<file path="config.mk">
export PLATFORM = sky130hd
export DESIGN_NAME = arm_position_pid_controller
export DESIGN_NICKNAME = d
export VERILOG_FILES = /design/src/rtl/appc_pkg.sv /design/src/rtl/appc_front.sv /design/src/rtl/appc_queue.sv /design/src/rtl/appc_back.sv /design/src/rtl/arm_position_pid_controller.sv
export SDC_FILE = /design/constraint.sdc
export NUM_CORES = 2
export LEC_CHECK = 0
export BUFFER_PORTS_ARGS = -buffer_cell sky130_fd_sc_hd__buf_4
export CAP_MARGIN = 30
export CORE_MARGIN = 2
export CORE_UTILIZATION = 50
export CTS_BUF_LIST = sky130_fd_sc_hd__clkbuf_8
export DETAILED_ROUTE_END_ITERATION = 10
export HOLD_SLACK_MARGIN = 0.08
export PLACE_DENSITY = 0.69
export REMOVE_ABC_BUFFERS = 1
export SYNTH_ARGS = -nofsm -noshare
export SYNTH_HDL_FRONTEND = slang
export SYNTH_SLANG_ARGS = --single-unit
</file>
<file path="constraint.sdc">
create_clock -name clk -period 16 [get_ports clk]
set_clock_uncertainty 0.1 [all_clocks]
set_input_delay 3.2 -clock clk [delete_from_list [all_inputs] [get_ports clk]]
set_output_delay 3.2 -clock clk [all_outputs]
set_load 0.01 [all_outputs]
</file>
<file path="src/rtl/appc_pkg.sv">
`timescale 1ns / 1ps
`default_nettype none
// ----------------------------------------------------------------------------
// appc_pkg: shared types and constants
// Thresholds, limits, reset values and register indexes of the arm controller.
// ----------------------------------------------------------------------------
package appc_pkg;

  localparam int APPC_POSITION_BITS = 12;
  localparam int APPC_SUM_BITS      = 24;

  localparam int CFG_DATA_W  = 16;
  localparam int CFG_INDEX_W = 4;

  // register indexes
  localparam logic [CFG_INDEX_W-1:0] CFG_GAIN_P      = 4'd0;
  localparam logic [CFG_INDEX_W-1:0] CFG_GAIN_I      = 4'd1;
  localparam logic [CFG_INDEX_W-1:0] CFG_GAIN_D      = 4'd2;
  localparam logic [CFG_INDEX_W-1:0] CFG_SHOOT_LEFT  = 4'd3;
  localparam logic [CFG_INDEX_W-1:0] CFG_SHOOT_RIGHT = 4'd4;
  localparam logic [CFG_INDEX_W-1:0] CFG_VERTICAL    = 4'd5;
  localparam logic [CFG_INDEX_W-1:0] CFG_TRUSS_RIGHT = 4'd6;
  localparam logic [CFG_INDEX_W-1:0] CFG_TRUSS_LEFT  = 4'd7;

  // reset values
  localparam logic [15:0] RST_GAIN_P      = 16'd328;
  localparam logic [15:0] RST_GAIN_I      = 16'd0;
  localparam logic [15:0] RST_GAIN_D      = 16'd4915;
  localparam int          RST_SHOOT_LEFT  = 580;
  localparam int          RST_SHOOT_RIGHT = 340;
  localparam int          RST_VERTICAL    = 460;
  localparam int          RST_TRUSS_RIGHT = 360;
  localparam int          RST_TRUSS_LEFT  = 560;

  // Q1.15 thresholds: 0.95 and 0.1
  localparam logic signed [15:0] OVERRIDE_ON = 16'sd31130;
  localparam logic signed [15:0] DEAD_ZONE   = 16'sd3277;

  localparam int TRIM_W = 11;
  localparam logic signed [TRIM_W:0] TRIM_STEP  = 12'sd5;
  localparam logic signed [TRIM_W:0] TRIM_LIMIT = 12'sd1000;

  localparam int DRIVE_W     = 16;
  localparam int DRIVE_LIMIT = 32767;

  localparam int QDEPTH = 2;

  typedef struct packed {
    logic [15:0] kp;
    logic [15:0] ki;
    logic [15:0] kd;
  } appc_gains_t;

endpackage : appc_pkg
`default_nettype wire

</file>
<file path="src/rtl/appc_front.sv">
`timescale 1ns / 1ps
`default_nettype none
// ----------------------------------------------------------------------------
// appc_front: input classification
// Decides manual or closed-loop mode, trim and target per tick, and tells the
// back end whether the PID state is cleared.
// ----------------------------------------------------------------------------
module appc_front
  import appc_pkg::*;
#(
  parameter int POSITION_BITS = APPC_POSITION_BITS
) (
  input  wire                          clk,
  input  wire                          rst_n,
  input  wire                          in_valid,
  output logic                         in_ready,
  input  wire  signed [15:0]           in_arm_axis,
  input  wire  signed [15:0]           in_override_axis,
  input  wire  [POSITION_BITS-1:0]     in_position,
  input  wire                          in_trim_down_button,
  input  wire                          in_trim_up_button,
  input  wire                          in_left_shot_button,
  input  wire                          in_right_shot_button,
  input  wire                          in_vertical_button,
  input  wire                          in_truss_right_button,
  input  wire                          in_truss_left_button,
  input  wire  [POSITION_BITS-1:0]     shoot_left_pos,
  input  wire  [POSITION_BITS-1:0]     shoot_right_pos,
  input  wire  [POSITION_BITS-1:0]     vertical_pos,
  input  wire  [POSITION_BITS-1:0]     truss_right_pos,
  input  wire  [POSITION_BITS-1:0]     truss_left_pos,
  output logic                         q_push,
  input  wire                          q_ready,
  output logic [POSITION_BITS-1:0]     q_pos,
  output logic [POSITION_BITS-1:0]     q_target,
  output logic signed [DRIVE_W-1:0]    q_manual,
  output logic                         q_auto,
  output logic                         q_clear,
  output logic signed [TRIM_W-1:0]     q_trim
);

  localparam int TW = ((POSITION_BITS > TRIM_W) ? POSITION_BITS : TRIM_W) + 2;
  localparam logic signed [TW-1:0] POS_MAX_S = TW'((1 << POSITION_BITS) - 1);

  logic                       auto_r, auto_nxt;
  logic                       hold_r, hold_nxt;
  logic                       down_r, down_nxt;
  logic                       up_r, up_nxt;
  logic [POSITION_BITS-1:0]   target_r, target_nxt;
  logic signed [TRIM_W-1:0]   trim_r, trim_nxt;

  logic                       active;
  logic                       clear;
  logic signed [DRIVE_W-1:0]  manual;
  logic signed [DRIVE_W:0]    half_w;
  logic signed [TRIM_W:0]     t;
  logic signed [TW-1:0]       left_w, right_w;

  function automatic logic [POSITION_BITS-1:0] clamp_pos(input logic signed [TW-1:0] v);
    logic [POSITION_BITS-1:0] r;
    if (v < 0) begin
      r = '0;
    end else if (v > POS_MAX_S) begin
      r = POS_MAX_S[POSITION_BITS-1:0];
    end else begin
      r = v[POSITION_BITS-1:0];
    end
    return r;
  endfunction

  assign in_ready = q_ready;
  assign q_push   = in_valid && q_ready;

  always_comb begin
    active = (in_arm_axis >= DEAD_ZONE) || (in_arm_axis <= -DEAD_ZONE);
    // divide by two, truncating toward zero
    half_w = ((DRIVE_W+1)'(in_arm_axis) + $signed({16'b0, in_arm_axis[15]})) >>> 1;

    auto_nxt   = auto_r;
    hold_nxt   = hold_r;
    target_nxt = target_r;
    clear      = 1'b0;
    manual     = '0;

    if (in_override_axis >= OVERRIDE_ON) begin
      if (active) begin
        manual   = in_arm_axis;
        auto_nxt = 1'b0;
      end
    end else if (active) begin
      manual   = half_w[DRIVE_W-1:0];
      hold_nxt = 1'b0;
      clear    = 1'b1;
      auto_nxt = 1'b0;
    end else if (!hold_r) begin
      target_nxt = in_position;
      hold_nxt   = 1'b1;
      auto_nxt   = 1'b1;
    end

    // trim steps on button release
    t        = (TRIM_W+1)'(trim_r);
    down_nxt = down_r;
    up_nxt   = up_r;
    if (in_trim_down_button) begin
      down_nxt = 1'b1;
    end else if (down_r) begin
      t = t - TRIM_STEP;
      if (t < -TRIM_LIMIT) t = -TRIM_LIMIT;
      down_nxt = 1'b0;
    end
    if (in_trim_up_button) begin
      up_nxt = 1'b1;
    end else if (up_r) begin
      t = t + TRIM_STEP;
      if (t > TRIM_LIMIT) t = TRIM_LIMIT;
      up_nxt = 1'b0;
    end
    trim_nxt = t[TRIM_W-1:0];

    left_w  = TW'($signed({1'b0, shoot_left_pos})) - TW'(trim_nxt);
    right_w = TW'($signed({1'b0, shoot_right_pos})) + TW'(trim_nxt);

    // later presets take priority
    if (in_left_shot_button)   target_nxt = clamp_pos(left_w);
    if (in_right_shot_button)  target_nxt = clamp_pos(right_w);
    if (in_vertical_button)    target_nxt = vertical_pos;
    if (in_truss_right_button) target_nxt = truss_right_pos;
    if (in_truss_left_button)  target_nxt = truss_left_pos;
    if (in_left_shot_button || in_right_shot_button || in_vertical_button ||
        in_truss_right_button || in_truss_left_button) begin
      clear    = 1'b1;
      auto_nxt = 1'b1;
    end
  end

  assign q_pos    = in_position;
  assign q_target = target_nxt;
  assign q_manual = manual;
  assign q_auto   = auto_nxt;
  assign q_clear  = clear;
  assign q_trim   = trim_nxt;

  always_ff @(posedge clk) begin
    if (!rst_n) begin
      auto_r   <= 1'b0;
      hold_r   <= 1'b0;
      down_r   <= 1'b0;
      up_r     <= 1'b0;
      target_r <= '0;
      trim_r   <= '0;
    end else if (q_push) begin
      auto_r   <= auto_nxt;
      hold_r   <= hold_nxt;
      down_r   <= down_nxt;
      up_r     <= up_nxt;
      target_r <= target_nxt;
      trim_r   <= trim_nxt;
    end
  end

endmodule : appc_front
`default_nettype wire

</file>
<file path="src/rtl/appc_queue.sv">
`timescale 1ns / 1ps
`default_nettype none
// ----------------------------------------------------------------------------
// appc_queue: two-entry queue
// Decouples the classifier from the PID pipeline.
// ----------------------------------------------------------------------------
module appc_queue
  import appc_pkg::*;
#(
  parameter int DATA_W = 8
) (
  input  wire               clk,
  input  wire               rst_n,
  input  wire               push,
  output logic              push_ready,
  input  wire  [DATA_W-1:0] push_data,
  output logic              pop_valid,
  input  wire               pop_ready,
  output logic [DATA_W-1:0] pop_data
);

  localparam int PTR_W = $clog2(QDEPTH);
  localparam int CNT_W = $clog2(QDEPTH + 1);

  logic [DATA_W-1:0] mem_r [QDEPTH];
  logic [PTR_W-1:0]  wr_ptr_r, rd_ptr_r;
  logic [CNT_W-1:0]  count_r;
  logic              do_push, do_pop;

  assign push_ready = (count_r != CNT_W'(QDEPTH));
  assign pop_valid  = (count_r != '0);
  assign pop_data   = mem_r[rd_ptr_r];
  assign do_push    = push && push_ready;
  assign do_pop     = pop_valid && pop_ready;

  always_ff @(posedge clk) begin
    if (do_push) mem_r[wr_ptr_r] <= push_data;
  end

  always_ff @(posedge clk) begin
    if (!rst_n) begin
      wr_ptr_r <= '0;
      rd_ptr_r <= '0;
      count_r  <= '0;
    end else begin
      if (do_push) wr_ptr_r <= (wr_ptr_r == PTR_W'(QDEPTH - 1)) ? '0 : wr_ptr_r + 1'b1;
      if (do_pop)  rd_ptr_r <= (rd_ptr_r == PTR_W'(QDEPTH - 1)) ? '0 : rd_ptr_r + 1'b1;
      if (do_push && !do_pop)      count_r <= count_r + 1'b1;
      else if (do_pop && !do_push) count_r <= count_r - 1'b1;
    end
  end

endmodule : appc_queue
`default_nettype wire

</file>
<file path="src/rtl/appc_back.sv">
`timescale 1ns / 1ps
`default_nettype none
// ----------------------------------------------------------------------------
// appc_back: PID pipeline
// Stage A updates error sum and last error, stage B forms the three products,
// the output stage adds, saturates and selects manual or closed-loop drive.
// ----------------------------------------------------------------------------
module appc_back
  import appc_pkg::*;
#(
  parameter int POSITION_BITS = APPC_POSITION_BITS,
  parameter int SUM_BITS      = APPC_SUM_BITS
) (
  input  wire                          clk,
  input  wire                          rst_n,
  input  appc_gains_t                  gains,
  input  wire                          q_valid,
  output logic                         q_ready,
  input  wire  [POSITION_BITS-1:0]     q_pos,
  input  wire  [POSITION_BITS-1:0]     q_target,
  input  wire  signed [DRIVE_W-1:0]    q_manual,
  input  wire                          q_auto,
  input  wire                          q_clear,
  input  wire  signed [TRIM_W-1:0]     q_trim,
  output logic                         out_valid,
  input  wire                          out_ready,
  output logic signed [DRIVE_W-1:0]    out_drive,
  output logic                         out_closed_loop,
  output logic [POSITION_BITS-1:0]     out_target_now,
  output logic signed [TRIM_W-1:0]     out_correction_now
);

  localparam int EW  = POSITION_BITS + 1;
  localparam int DW  = POSITION_BITS + 2;
  localparam int SW  = SUM_BITS + 1;
  localparam int PEW = 17 + EW;
  localparam int PIW = 17 + SUM_BITS;
  localparam int PDW = 17 + DW;
  localparam int AW  = PIW + 2;
  localparam logic signed [AW-1:0] DMAX = AW'(DRIVE_LIMIT);
  localparam logic signed [AW-1:0] DMIN = -DMAX;

  logic                          en, pop;

  logic signed [SUM_BITS-1:0]    sum_r, sum_nxt;
  logic signed [EW-1:0]          last_r, last_nxt;

  logic signed [EW-1:0]          e, base_last;
  logic signed [DW-1:0]          de;
  logic signed [SUM_BITS-1:0]    base_sum, sat_sum;
  logic signed [SW-1:0]          sum_w;

  // stage A
  logic                          a_v_r;
  logic signed [EW-1:0]          a_e_r;
  logic signed [DW-1:0]          a_de_r;
  logic signed [SUM_BITS-1:0]    a_sum_r;
  logic                          a_auto_r;
  logic signed [DRIVE_W-1:0]     a_manual_r;
  logic [POSITION_BITS-1:0]      a_target_r;
  logic signed [TRIM_W-1:0]      a_trim_r;

  // stage B
  logic                          b_v_r;
  logic signed [PEW-1:0]         b_pe_r;
  logic signed [PIW-1:0]         b_pi_r;
  logic signed [PDW-1:0]         b_pd_r;
  logic                          b_auto_r;
  logic signed [DRIVE_W-1:0]     b_manual_r;
  logic [POSITION_BITS-1:0]      b_target_r;
  logic signed [TRIM_W-1:0]      b_trim_r;

  // output stage
  logic                          o_v_r;
  logic signed [DRIVE_W-1:0]     o_drive_r;
  logic                          o_auto_r;
  logic [POSITION_BITS-1:0]      o_target_r;
  logic signed [TRIM_W-1:0]      o_trim_r;

  logic signed [AW-1:0]          acc;
  logic signed [DRIVE_W-1:0]     drive_sel;

  // whole pipeline advances when the output register is free or drains
  assign en      = !o_v_r || out_ready;
  assign q_ready = en;
  assign pop     = q_valid && en;

  always_comb begin
    e         = EW'($signed({1'b0, q_pos})) - EW'($signed({1'b0, q_target}));
    base_last = q_clear ? '0 : last_r;
    base_sum  = q_clear ? '0 : sum_r;
    de        = DW'(e) - DW'(base_last);
    sum_w     = SW'(base_sum) + SW'(e);
    if (sum_w[SW-1] != sum_w[SW-2]) begin
      sat_sum = sum_w[SW-1] ? {1'b1, {(SUM_BITS-1){1'b0}}} : {1'b0, {(SUM_BITS-1){1'b1}}};
    end else begin
      sat_sum = sum_w[SUM_BITS-1:0];
    end
    if (q_auto) begin
      sum_nxt  = sat_sum;
      last_nxt = e;
    end else begin
      sum_nxt  = base_sum;
      last_nxt = base_last;
    end
  end

  always_comb begin
    acc = AW'(b_pe_r) + AW'(b_pi_r) + AW'(b_pd_r);
    if (!b_auto_r) begin
      drive_sel = b_manual_r;
    end else if (acc > DMAX) begin
      drive_sel = DMAX[DRIVE_W-1:0];
    end else if (acc < DMIN) begin
      drive_sel = DMIN[DRIVE_W-1:0];
    end else begin
      drive_sel = acc[DRIVE_W-1:0];
    end
  end

  always_ff @(posedge clk) begin
    if (!rst_n) begin
      sum_r  <= '0;
      last_r <= '0;
      a_v_r  <= 1'b0;
      b_v_r  <= 1'b0;
      o_v_r  <= 1'b0;
    end else if (en) begin
      if (pop) begin
        sum_r  <= sum_nxt;
        last_r <= last_nxt;
      end
      a_v_r <= pop;
      b_v_r <= a_v_r;
      o_v_r <= b_v_r;
    end
  end

  always_ff @(posedge clk) begin
    if (en) begin
      a_e_r      <= e;
      a_de_r     <= de;
      a_sum_r    <= sat_sum;
      a_auto_r   <= q_auto;
      a_manual_r <= q_manual;
      a_target_r <= q_target;
      a_trim_r   <= q_trim;

      b_pe_r     <= PEW'($signed({1'b0, gains.kp})) * PEW'(a_e_r);
      b_pi_r     <= PIW'($signed({1'b0, gains.ki})) * PIW'(a_sum_r);
      b_pd_r     <= PDW'($signed({1'b0, gains.kd})) * PDW'(a_de_r);
      b_auto_r   <= a_auto_r;
      b_manual_r <= a_manual_r;
      b_target_r <= a_target_r;
      b_trim_r   <= a_trim_r;

      o_drive_r  <= drive_sel;
      o_auto_r   <= b_auto_r;
      o_target_r <= b_target_r;
      o_trim_r   <= b_trim_r;
    end
  end

  assign out_valid          = o_v_r;
  assign out_drive          = o_drive_r;
  assign out_closed_loop    = o_auto_r;
  assign out_target_now     = o_target_r;
  assign out_correction_now = o_trim_r;

  a_clear_pid: assert property (@(posedge clk) disable iff (!rst_n)
    pop && q_clear && !q_auto |=> (sum_r == '0) && (last_r == '0))
    else $error("PID state not cleared on manual transaction");

  a_hold_pid: assert property (@(posedge clk) disable iff (!rst_n)
    pop && !q_clear && !q_auto |=> $stable(sum_r) && $stable(last_r))
    else $error("PID state changed without closed loop");

  a_drive_clamp: assert property (@(posedge clk) disable iff (!rst_n)
    out_valid && out_closed_loop |-> out_drive != {1'b1, {(DRIVE_W-1){1'b0}}})
    else $error("closed-loop drive outside clamp");

  a_stall_hold: assert property (@(posedge clk) disable iff (!rst_n)
    !en |=> $stable(b_v_r) && $stable(a_v_r))
    else $error("pipeline moved during output stall");

endmodule : appc_back
`default_nettype wire

</file>
<file path="src/rtl/arm_position_pid_controller.sv">
`timescale 1ns / 1ps
`default_nettype none
// Path: an accepted transaction passes the queue, stage A, stage B and the
// output register. Throughput: one transaction per cycle while out_ready is
// high; the front-end mode, target and trim update and the PID error-sum
// update in stage A are the loops. A stalled output backs up a 2-entry queue,
// then in_ready drops. Reset (rst_n low, synchronous) clears mode, trim,
// target and PID state and loads the default gains and presets.
// ----------------------------------------------------------------------------
// arm_position_pid_controller: arm position controller top level
// Configuration registers, classifier front end, queue and PID back end.
// ----------------------------------------------------------------------------
module arm_position_pid_controller
  import appc_pkg::*;
#(
  parameter int POSITION_BITS = APPC_POSITION_BITS,
  parameter int SUM_BITS      = APPC_SUM_BITS
) (
  input  wire                          clk,
  input  wire                          rst_n,
  input  wire                          cfg_we,
  input  wire  [CFG_INDEX_W-1:0]       cfg_index,
  input  wire  [CFG_DATA_W-1:0]        cfg_wdata,
  input  wire                          in_valid,
  output logic                         in_ready,
  input  wire  signed [15:0]           in_arm_axis,
  input  wire  signed [15:0]           in_override_axis,
  input  wire  [POSITION_BITS-1:0]     in_position,
  input  wire                          in_trim_down_button,
  input  wire                          in_trim_up_button,
  input  wire                          in_left_shot_button,
  input  wire                          in_right_shot_button,
  input  wire                          in_vertical_button,
  input  wire                          in_truss_right_button,
  input  wire                          in_truss_left_button,
  output logic                         out_valid,
  input  wire                          out_ready,
  output logic signed [DRIVE_W-1:0]    out_drive,
  output logic                         out_closed_loop,
  output logic [POSITION_BITS-1:0]     out_target_now,
  output logic signed [TRIM_W-1:0]     out_correction_now
);

  localparam int QW = 2 * POSITION_BITS + DRIVE_W + 2 + TRIM_W;

  appc_gains_t               gains_r;
  logic [POSITION_BITS-1:0]  shoot_left_r, shoot_right_r, vertical_r;
  logic [POSITION_BITS-1:0]  truss_right_r, truss_left_r;

  logic                      f_push, f_ready;
  logic [POSITION_BITS-1:0]  f_pos, f_target;
  logic signed [DRIVE_W-1:0] f_manual;
  logic                      f_auto, f_clear;
  logic signed [TRIM_W-1:0]  f_trim;

  logic [QW-1:0]             qin, qout;
  logic                      b_valid, b_ready;

  always_ff @(posedge clk) begin
    if (!rst_n) begin
      gains_r.kp    <= RST_GAIN_P;
      gains_r.ki    <= RST_GAIN_I;
      gains_r.kd    <= RST_GAIN_D;
      shoot_left_r  <= POSITION_BITS'(RST_SHOOT_LEFT);
      shoot_right_r <= POSITION_BITS'(RST_SHOOT_RIGHT);
      vertical_r    <= POSITION_BITS'(RST_VERTICAL);
      truss_right_r <= POSITION_BITS'(RST_TRUSS_RIGHT);
      truss_left_r  <= POSITION_BITS'(RST_TRUSS_LEFT);
    end else if (cfg_we) begin
      unique case (cfg_index)
        CFG_GAIN_P:      gains_r.kp    <= cfg_wdata;
        CFG_GAIN_I:      gains_r.ki    <= cfg_wdata;
        CFG_GAIN_D:      gains_r.kd    <= cfg_wdata;
        CFG_SHOOT_LEFT:  shoot_left_r  <= cfg_wdata[POSITION_BITS-1:0];
        CFG_SHOOT_RIGHT: shoot_right_r <= cfg_wdata[POSITION_BITS-1:0];
        CFG_VERTICAL:    vertical_r    <= cfg_wdata[POSITION_BITS-1:0];
        CFG_TRUSS_RIGHT: truss_right_r <= cfg_wdata[POSITION_BITS-1:0];
        CFG_TRUSS_LEFT:  truss_left_r  <= cfg_wdata[POSITION_BITS-1:0];
        default: ;
      endcase
    end
  end

  appc_front #(
    .POSITION_BITS (POSITION_BITS)
  ) u_front (
    .clk                   (clk),
    .rst_n                 (rst_n),
    .in_valid              (in_valid),
    .in_ready              (in_ready),
    .in_arm_axis           (in_arm_axis),
    .in_override_axis      (in_override_axis),
    .in_position           (in_position),
    .in_trim_down_button   (in_trim_down_button),
    .in_trim_up_button     (in_trim_up_button),
    .in_left_shot_button   (in_left_shot_button),
    .in_right_shot_button  (in_right_shot_button),
    .in_vertical_button    (in_vertical_button),
    .in_truss_right_button (in_truss_right_button),
    .in_truss_left_button  (in_truss_left_button),
    .shoot_left_pos        (shoot_left_r),
    .shoot_right_pos       (shoot_right_r),
    .vertical_pos          (vertical_r),
    .truss_right_pos       (truss_right_r),
    .truss_left_pos        (truss_left_r),
    .q_push                (f_push),
    .q_ready               (f_ready),
    .q_pos                 (f_pos),
    .q_target              (f_target),
    .q_manual              (f_manual),
    .q_auto                (f_auto),
    .q_clear               (f_clear),
    .q_trim                (f_trim)
  );

  assign qin = {f_pos, f_target, f_manual, f_auto, f_clear, f_trim};

  appc_queue #(
    .DATA_W (QW)
  ) u_queue (
    .clk        (clk),
    .rst_n      (rst_n),
    .push       (f_push),
    .push_ready (f_ready),
    .push_data  (qin),
    .pop_valid  (b_valid),
    .pop_ready  (b_ready),
    .pop_data   (qout)
  );

  appc_back #(
    .POSITION_BITS (POSITION_BITS),
    .SUM_BITS      (SUM_BITS)
  ) u_back (
    .clk                (clk),
    .rst_n              (rst_n),
    .gains              (gains_r),
    .q_valid            (b_valid),
    .q_ready            (b_ready),
    .q_pos              (qout[QW-1 -: POSITION_BITS]),
    .q_target           (qout[QW-POSITION_BITS-1 -: POSITION_BITS]),
    .q_manual           ($signed(qout[TRIM_W+2 +: DRIVE_W])),
    .q_auto             (qout[TRIM_W+1]),
    .q_clear            (qout[TRIM_W]),
    .q_trim             ($signed(qout[TRIM_W-1:0])),
    .out_valid          (out_valid),
    .out_ready          (out_ready),
    .out_drive          (out_drive),
    .out_closed_loop    (out_closed_loop),
    .out_target_now     (out_target_now),
    .out_correction_now (out_correction_now)
  );

endmodule : arm_position_pid_controller
`default_nettype wire
</file>
Word level (Yosys, flattened, before mapping)
Memories as Yosys holds them, arrays and structs flattened. A register that Yosys moved wholly into a read port is not among the register bits.
Cells that the tools add are included.
{"block": "totals", "regBits": 452, "n_memories": 1, "out_inout_bits": 42, "mem_bits_rw": 106, "word_cells": 155}
{"name": "u_queue.mem_r", "words": 2, "word_bits": 53, "read_ports": 1, "rd_ports_with_merged_regs": 1, "write_ports": 1, "line": "appc_queue.sv:25", "text": "logic [DATA_W-1:0] mem_r [QDEPTH];"}
{"block": "op_classes", "muxes": 49, "order_cmp": 11, "bitwise": 1, "n_reduce_logical": 27, "mul": 3, "eq_ne": 9, "addsub": 14}
{"op": "$mux 12", "n": 15}
{"op": "$mux 16", "n": 6}
{"op": "$mux 24", "n": 4}
{"op": "$add 42x31->43", "n": 1}
{"op": "$gt 43x16->1 const B", "n": 1}
{"op": "$lt 43x16->1 const B", "n": 1}
{"op": "$add 30x41->42", "n": 1}
{"op": "$mul 17x24->41", "n": 1}
{"op": "$mux 11", "n": 3}
{"op": "$mul 17x14->31", "n": 1}
{"op": "$mul 17x13->30", "n": 1}
{"op": "$gt 14x13->1 const B", "n": 2}
{"op": "$lt 14x1->1 const B", "n": 2}
{"op": "$mux 13", "n": 2}
{"op": "$add 24x13->25", "n": 1}
{"op": "$reduce_and 2->1", "n": 10}
{"op": "$add 16x2->17", "n": 1}
{"op": "$mux 1", "n": 17}
{"op": "$eq 4x3->1 const B", "n": 4}
{"op": "$ge 16x13->1 const B", "n": 1}
{"op": "$ge 16x16->1 const B", "n": 1}
{"op": "$le 16x13->1 const B", "n": 1}
{"op": "$add 13x11->14", "n": 1}
{"op": "$sub 13x11->14", "n": 1}
{"op": "other kinds (20)", "n": 35}

Longest topological paths before layout
{"block": "depth", "ltp_word": 19, "depth_mapped": 40}

By module
From an unflattened synthesis, not the netlist that was laid out.
{"block": "unflattened", "hier_cells": 5838, "hier_area_um2": 57476.4}
{"module": "appc_back", "cells_per_inst": 4456, "n_inst": 1, "area_each_um2": 43954.7, "seq_area_each_um2": 8998.6}
{"module": "appc_front", "cells_per_inst": 787, "n_inst": 1, "area_each_um2": 5393.9, "seq_area_each_um2": 540.5}
{"module": "arm_position_pid_controller", "cells_per_inst": 406, "n_inst": 1, "area_each_um2": 4075.2, "seq_area_each_um2": 2162.1}
{"module": "appc_queue", "cells_per_inst": 189, "n_inst": 1, "area_each_um2": 4052.6, "seq_area_each_um2": 3283.1}

Worst setup path before layout
No wires, ideal clock.
{"block": "synth_path", "path_kind": "input to register", "startpoint": "in out_ready", "endpoint": "reg u_back.sum_r[19]", "path_slack_ns": 4.472, "stages": 7, "setup_time_ns": 0.074, "arrival_ns": 11.354, "required_time_ns": 15.826, "n_path_buf": 1, "cell_sequence": "nor2b_1 inv_1 o21ai_1 nor2_1 nand3_1 clkbuf_1 o21ai_0"}
{"block": "synth_between", "elab_chain_len": 3}
{"element": "from (decl)", "line": "arm_position_pid_controller.sv:37", "text": "input wire out_ready,"}
{"element": "$logic_or 1x1->1 *", "line": "appc_back.sv:84", "text": "assign en = !o_v_r || out_ready;"}
{"element": "$logic_and 1x1->1", "line": "appc_back.sv:86", "text": "assign pop = q_valid && en;"}
{"element": "$reduce_and 2->1 (no line) *"}
{"element": "to (signal assigned)", "line": "appc_back.sv:130", "text": "sum_r <= sum_nxt;"}
{"element": "to (decl)", "line": "appc_back.sv:45", "text": "logic signed [SUM_BITS-1:0] sum_r, sum_nxt;"}
Mark *: on every way between the ends. The rest lies on a longest branch, timed or not.
A chain may end at the register's enable or synchronous reset.

Worst setup path in the final report
{"block": "layout_path", "startpoint": "in in_trim_down_button", "endpoint": "reg u_front.target_r[3]"}
{"block": "layout_between", "elab_chain_len": 15, "word_cells_on_any_way": 21, "cone_classes": "add/sub: 3; order compare: 5; mux: 13"}
{"element": "from (decl)", "line": "arm_position_pid_controller.sv:29", "text": "input wire in_trim_down_button,"}
{"element": "$mux 12 *", "line": "appc_front.sv:105", "text": "if (in_trim_down_button) begin"}
{"element": "$add 12x4->12", "line": "appc_front.sv:115", "text": "t = t + TRIM_STEP;"}
{"element": "$gt 12x11->1", "line": "appc_front.sv:116", "text": "if (t > TRIM_LIMIT) t = TRIM_LIMIT;"}
{"element": "$mux 11", "line": "appc_front.sv:116"}
{"element": "$mux 11", "line": "appc_front.sv:114", "text": "end else if (up_r) begin"}
{"element": "$mux 11 *", "line": "appc_front.sv:112", "text": "if (in_trim_up_button) begin"}
{"element": "named net f_trim[0]", "line": "arm_position_pid_controller.sv:54", "text": "logic signed [TRIM_W-1:0] f_trim;"}
{"element": "$sub 13x11->14", "line": "appc_front.sv:121", "text": "left_w = TW'($signed({1'b0, shoot_left_pos})) - TW'(trim_nxt);"}
{"element": "$gt 14x13->1", "line": "appc_front.sv:63", "text": "end else if (v > POS_MAX_S) begin"}
{"element": "$mux 12", "line": "appc_front.sv:63"}
{"element": "$mux 12", "line": "appc_front.sv:61", "text": "if (v < 0) begin"}
{"element": "$mux 12", "line": "appc_front.sv:125", "text": "if (in_left_shot_button) target_nxt = clamp_pos(left_w);"}
{"element": "$mux 12 *", "line": "appc_front.sv:126", "text": "if (in_right_shot_button) target_nxt = clamp_pos(right_w);"}
{"element": "$mux 12 *", "line": "appc_front.sv:127", "text": "if (in_vertical_button) target_nxt = vertical_pos;"}
{"element": "$mux 12 *", "line": "appc_front.sv:128", "text": "if (in_truss_right_button) target_nxt = truss_right_pos;"}
{"element": "$mux 12 *", "line": "appc_front.sv:129", "text": "if (in_truss_left_button) target_nxt = truss_left_pos;"}
{"element": "named net f_target[3]", "line": "arm_position_pid_controller.sv:51", "text": "logic [POSITION_BITS-1:0] f_pos, f_target;"}
{"element": "to (signal assigned)", "line": "appc_front.sv:157", "text": "target_r <= target_nxt;"}
{"element": "to (decl)", "line": "appc_front.sv:49", "text": "logic [POSITION_BITS-1:0] target_r, target_nxt;"}
The timed path passes the listed nets; every way through them passes the cells marked *.

==> flow_summary.json <==
{
  "run_status": "complete, no violations",
  "fmax_mhz": 107,
  "slew_headroom_pct": 29.6,
  "clock-sinks": 559,
  "rows": 122,
  "layout.core_utilization_pct": 54.3,
  "cts.clk_slew.worst_paths_ps": 60,
  "worstPathArrival_ps": 9960,
  "place_congestion": 0.909,
  "cts.repair.resized": 0,
  "synth-adder-area-share_pct": 36.9,
  "grt-busiest-layer": "met2",
  "ys.warnings.count": 0,
  "synth_xor_xnor_area_share_pct": 3.13,
  "synthesis.instances": 5635,
  "synth_cell_types": 96,
  "leading_area_contributor_after_synthesis": "fa_1",
  "crit_required_ps": 16570,
  "drt-pass1-iter-count": 7,
  "postSynth.topFlopCell": "edfxtp_1",
  "max-clock-path-buffers": 3,
  "post_synth_mux_area_share_pct": 1.87,
  "detail_route.drc_violations": 0,
  "cp-start-kind": "input pin",
  "cts_inserted_buffers": 94,
  "ys_ff_latch": 559,
  "synth_edf_count": 379,
  "worstSkewPairLatency_ps": 770,
  "dieArea_um2": 113000,
  "global_route.usage.met1_pct": 32.2,
  "setup_viol_count_final": 0,
  "timing.hold.worst.class": "register to register",
  "multi_input_gate_area_in_the_final_layout_um2": 36300,
  "period_minus_ws_final_ps": 9390,
  "synth_top_area_share_pct": 26.8,
  "initial_utilization_pct": 50.3,
  "whs_path_depth": 0,
  "post_synth_main_area_contributors": "fa_1 27%, edfxtp_1 21%, ha_1 9.8%",
  "post-dp-hpwl_um": 105000,
  "worst_path_class_setup": "input pin to register",
  "final_hold_viol_count": 0,
  "final.period_utilization_pct": 58.7,
  "maxSlewViolCount": 0,
  "slowest_stage": "nor3b_1",
  "chipHeight_um": 337,
  "globalRouteTotalUtil_pct": 24.6,
  "synthMostInstantiatedCell": "inv_1",
  "design.portCount": 118,
  "die_boundary_width_um": 337,
  "drt-initial-drc-count": 2649,
  "io_buffers": 116,
  "critPathMaxStageDelay_ps": 590,
  "global_route.usage.met3_pct": 3.45,
  "grt_max_degree": 85,
  "synth_compound_area_share_pct": 8.74,
  "rsz0062_at_grt": "false",
  "final.setup.tns_ps": 0,
  "syn_area_per_cell_um2": 9.83,
  "worst_pin_slew_ps": 1030,
  "yosys.area_share.simple_pct": 14.8,
  "clock_tree.root_cell": "clkbuf_8",
  "drive_above_1_share_pct": 7.20,
  "post_synth_instance_area_um2": 55400,
  "cp_max_fo": 7,
  "setup.worst_path.end_class": "register",
  "synth_top_family_by_area": "adder cells",
  "post_cts_hold_buffer_count": 0,
  "ff2ff_path_depth": 35,
  "fillers": 9787,
  "syn2layout_area_growth_pct": 8.11,
  "nNetsFinal": 6917,
  "ant_nets": 0,
  "post_cts_setup_repair_bufs": 0,
  "vias": 39600,
  "tritoncts": "yes",
  "synthArstFlopShare_pct": 0,
  "grt_pass1_vias": 41200,
  "total_congestion_overflow_after_global_routing": 0,
  "first_pass_grt_wire_length_um": 220000,
  "timing.max_cap.violations": 0,
  "routed_wire_length_per_instance_um": 18.8,
  "wirelength_um": 136000,
  "antenna_violations_before_repair": 3,
  "groute.layer.met2.usage_pct": 42.1,
  "synthTopCellsByCount": "875 x inv_1, 796 x nand2_1, 742 x fa_1",
  "synth_sequential_area_ratio_pct": 27.1,
  "drt-vias-per-instance": 5.47,
  "clock_tree.htree_level_count": 3,
  "placeable_core_region_um2": 110000,
  "seqCellArea_um2": 15000
}
-- worst paths after layout --
path                                  start                                  to  slack (ps)
min          u_back.b_target_r[4]$_DFFE_PN_  u_back.out_target_now[4]$_DFFE_PN_         270
max                     in_trim_down_button    u_front.target_r[3]$_SDFFE_PN0P_        6610
max reg2reg  u_front.trim_r[3]$_SDFFE_PN0P_    u_front.target_r[3]$_SDFFE_PN0P_        6960
min reg2reg  u_back.b_target_r[4]$_DFFE_PN_  u_back.out_target_now[4]$_DFFE_PN_         270
-- per-layer routing --
layer	wire length [µm]	up-vias	share of wire, %
met1	57100	19800	42
met3	8140	294	6.0
met5	13	-	0.0096
met2	65700	1215	48
met4	4820	2	3.6
li1	-	18300	-
-- metrics by stage --
step / cells / hold slack (ps) / cell area, µm² / setup slack, ps
after floorplan: 5406 / 300 / 54500 / 4070
after global placement: 7049 / 301 / 57600 / 6090
after detailed placement: 7056 / 305 / 57700 / 6030
after CTS: 7234 / 270 / 59800 / 6830
after global routing: 7237 / 294 / 59900 / 6050
final: 7239 / 268 / 59900 / 6610
-- area by class of cell --
type | instances | area share [%]
clock inverters | 71 | 1.14
multi-input cells | 3971 | 60.6
inverters | 876 | 5.51
repair buffers | 164 | 2.16
clock buffers | 107 | 2.46
diodes | 3 | 0.0125
well taps | 1488 | 3.11
flip-flops and latches | 559 | 25.0
-- worst max-delay path, delay by kind of cell --
family          cells  cell delay, ps
compound gates     11            2940
fa+ha+maj           2             620
buf+inv             2             200
mux                 1              90
xor+xnor            1             200
simple gates       11            2720
-- sequential cells by signal (all words and copies together), names as in the netlist, 13 cells and up, named ones only --
name,cells
u_queue.mem_r,106
gains_r,48
u_back.b_pi_r,41
u_back.b_pd_r,31
u_back.b_pe_r,30
u_back.a_sum_r,24
u_back.sum_r,24
u_back.a_manual_r,16
u_back.b_manual_r,16
u_back.out_drive,16
u_back.a_de_r,14
u_back.a_e_r,13
u_back.last_r,13
-- cell usage in the layout, fill, tap and decap left out, drive strengths merged, types with 26 or more instances in the layout --
| master | netlist | routed |
|---|---|---|
| fa | 742 | 742 |
| nand3 | 71 | 71 |
| o211ai | 27 | 27 |
| clkinv | 1 | 40 |
| or3 | 26 | 26 |
| xnor2 | 142 | 142 |
| a21o | 51 | 51 |
| nor2 | 240 | 240 |
| mux2 | 43 | 43 |
| mux2i | 55 | 55 |
| and2 | 357 | 357 |
| o21a | 26 | 26 |
| xor2 | 55 | 55 |
| o21bai | 48 | 48 |
| nand2 | 797 | 797 |
| a21oi | 280 | 280 |
| nor3 | 63 | 63 |
| o21ai | 139 | 139 |
| edfxtp | 379 | 379 |
| a211oi | 29 | 29 |
| dfxtp | 180 | 180 |
| nand2b | 53 | 53 |
| clkbuf | 212 | 108 |
| inv | 875 | 893 |
| buf | 17 | 163 |
| ha | 433 | 433 |
-- logic make-up after synthesis --
kind of cell | after synthesis
adders and majority gates | 1191
and+or+nand+nor | 1730
muxes | 98
DFF | 559
AOI/OAI and AO/OA | 755
buffers and inverters | 1105
xor gates and xnor gates | 197
Power is left out: the tool's default activity adds up to more than one toggle a clock period on the data nets, which glitch-free logic cannot reach.
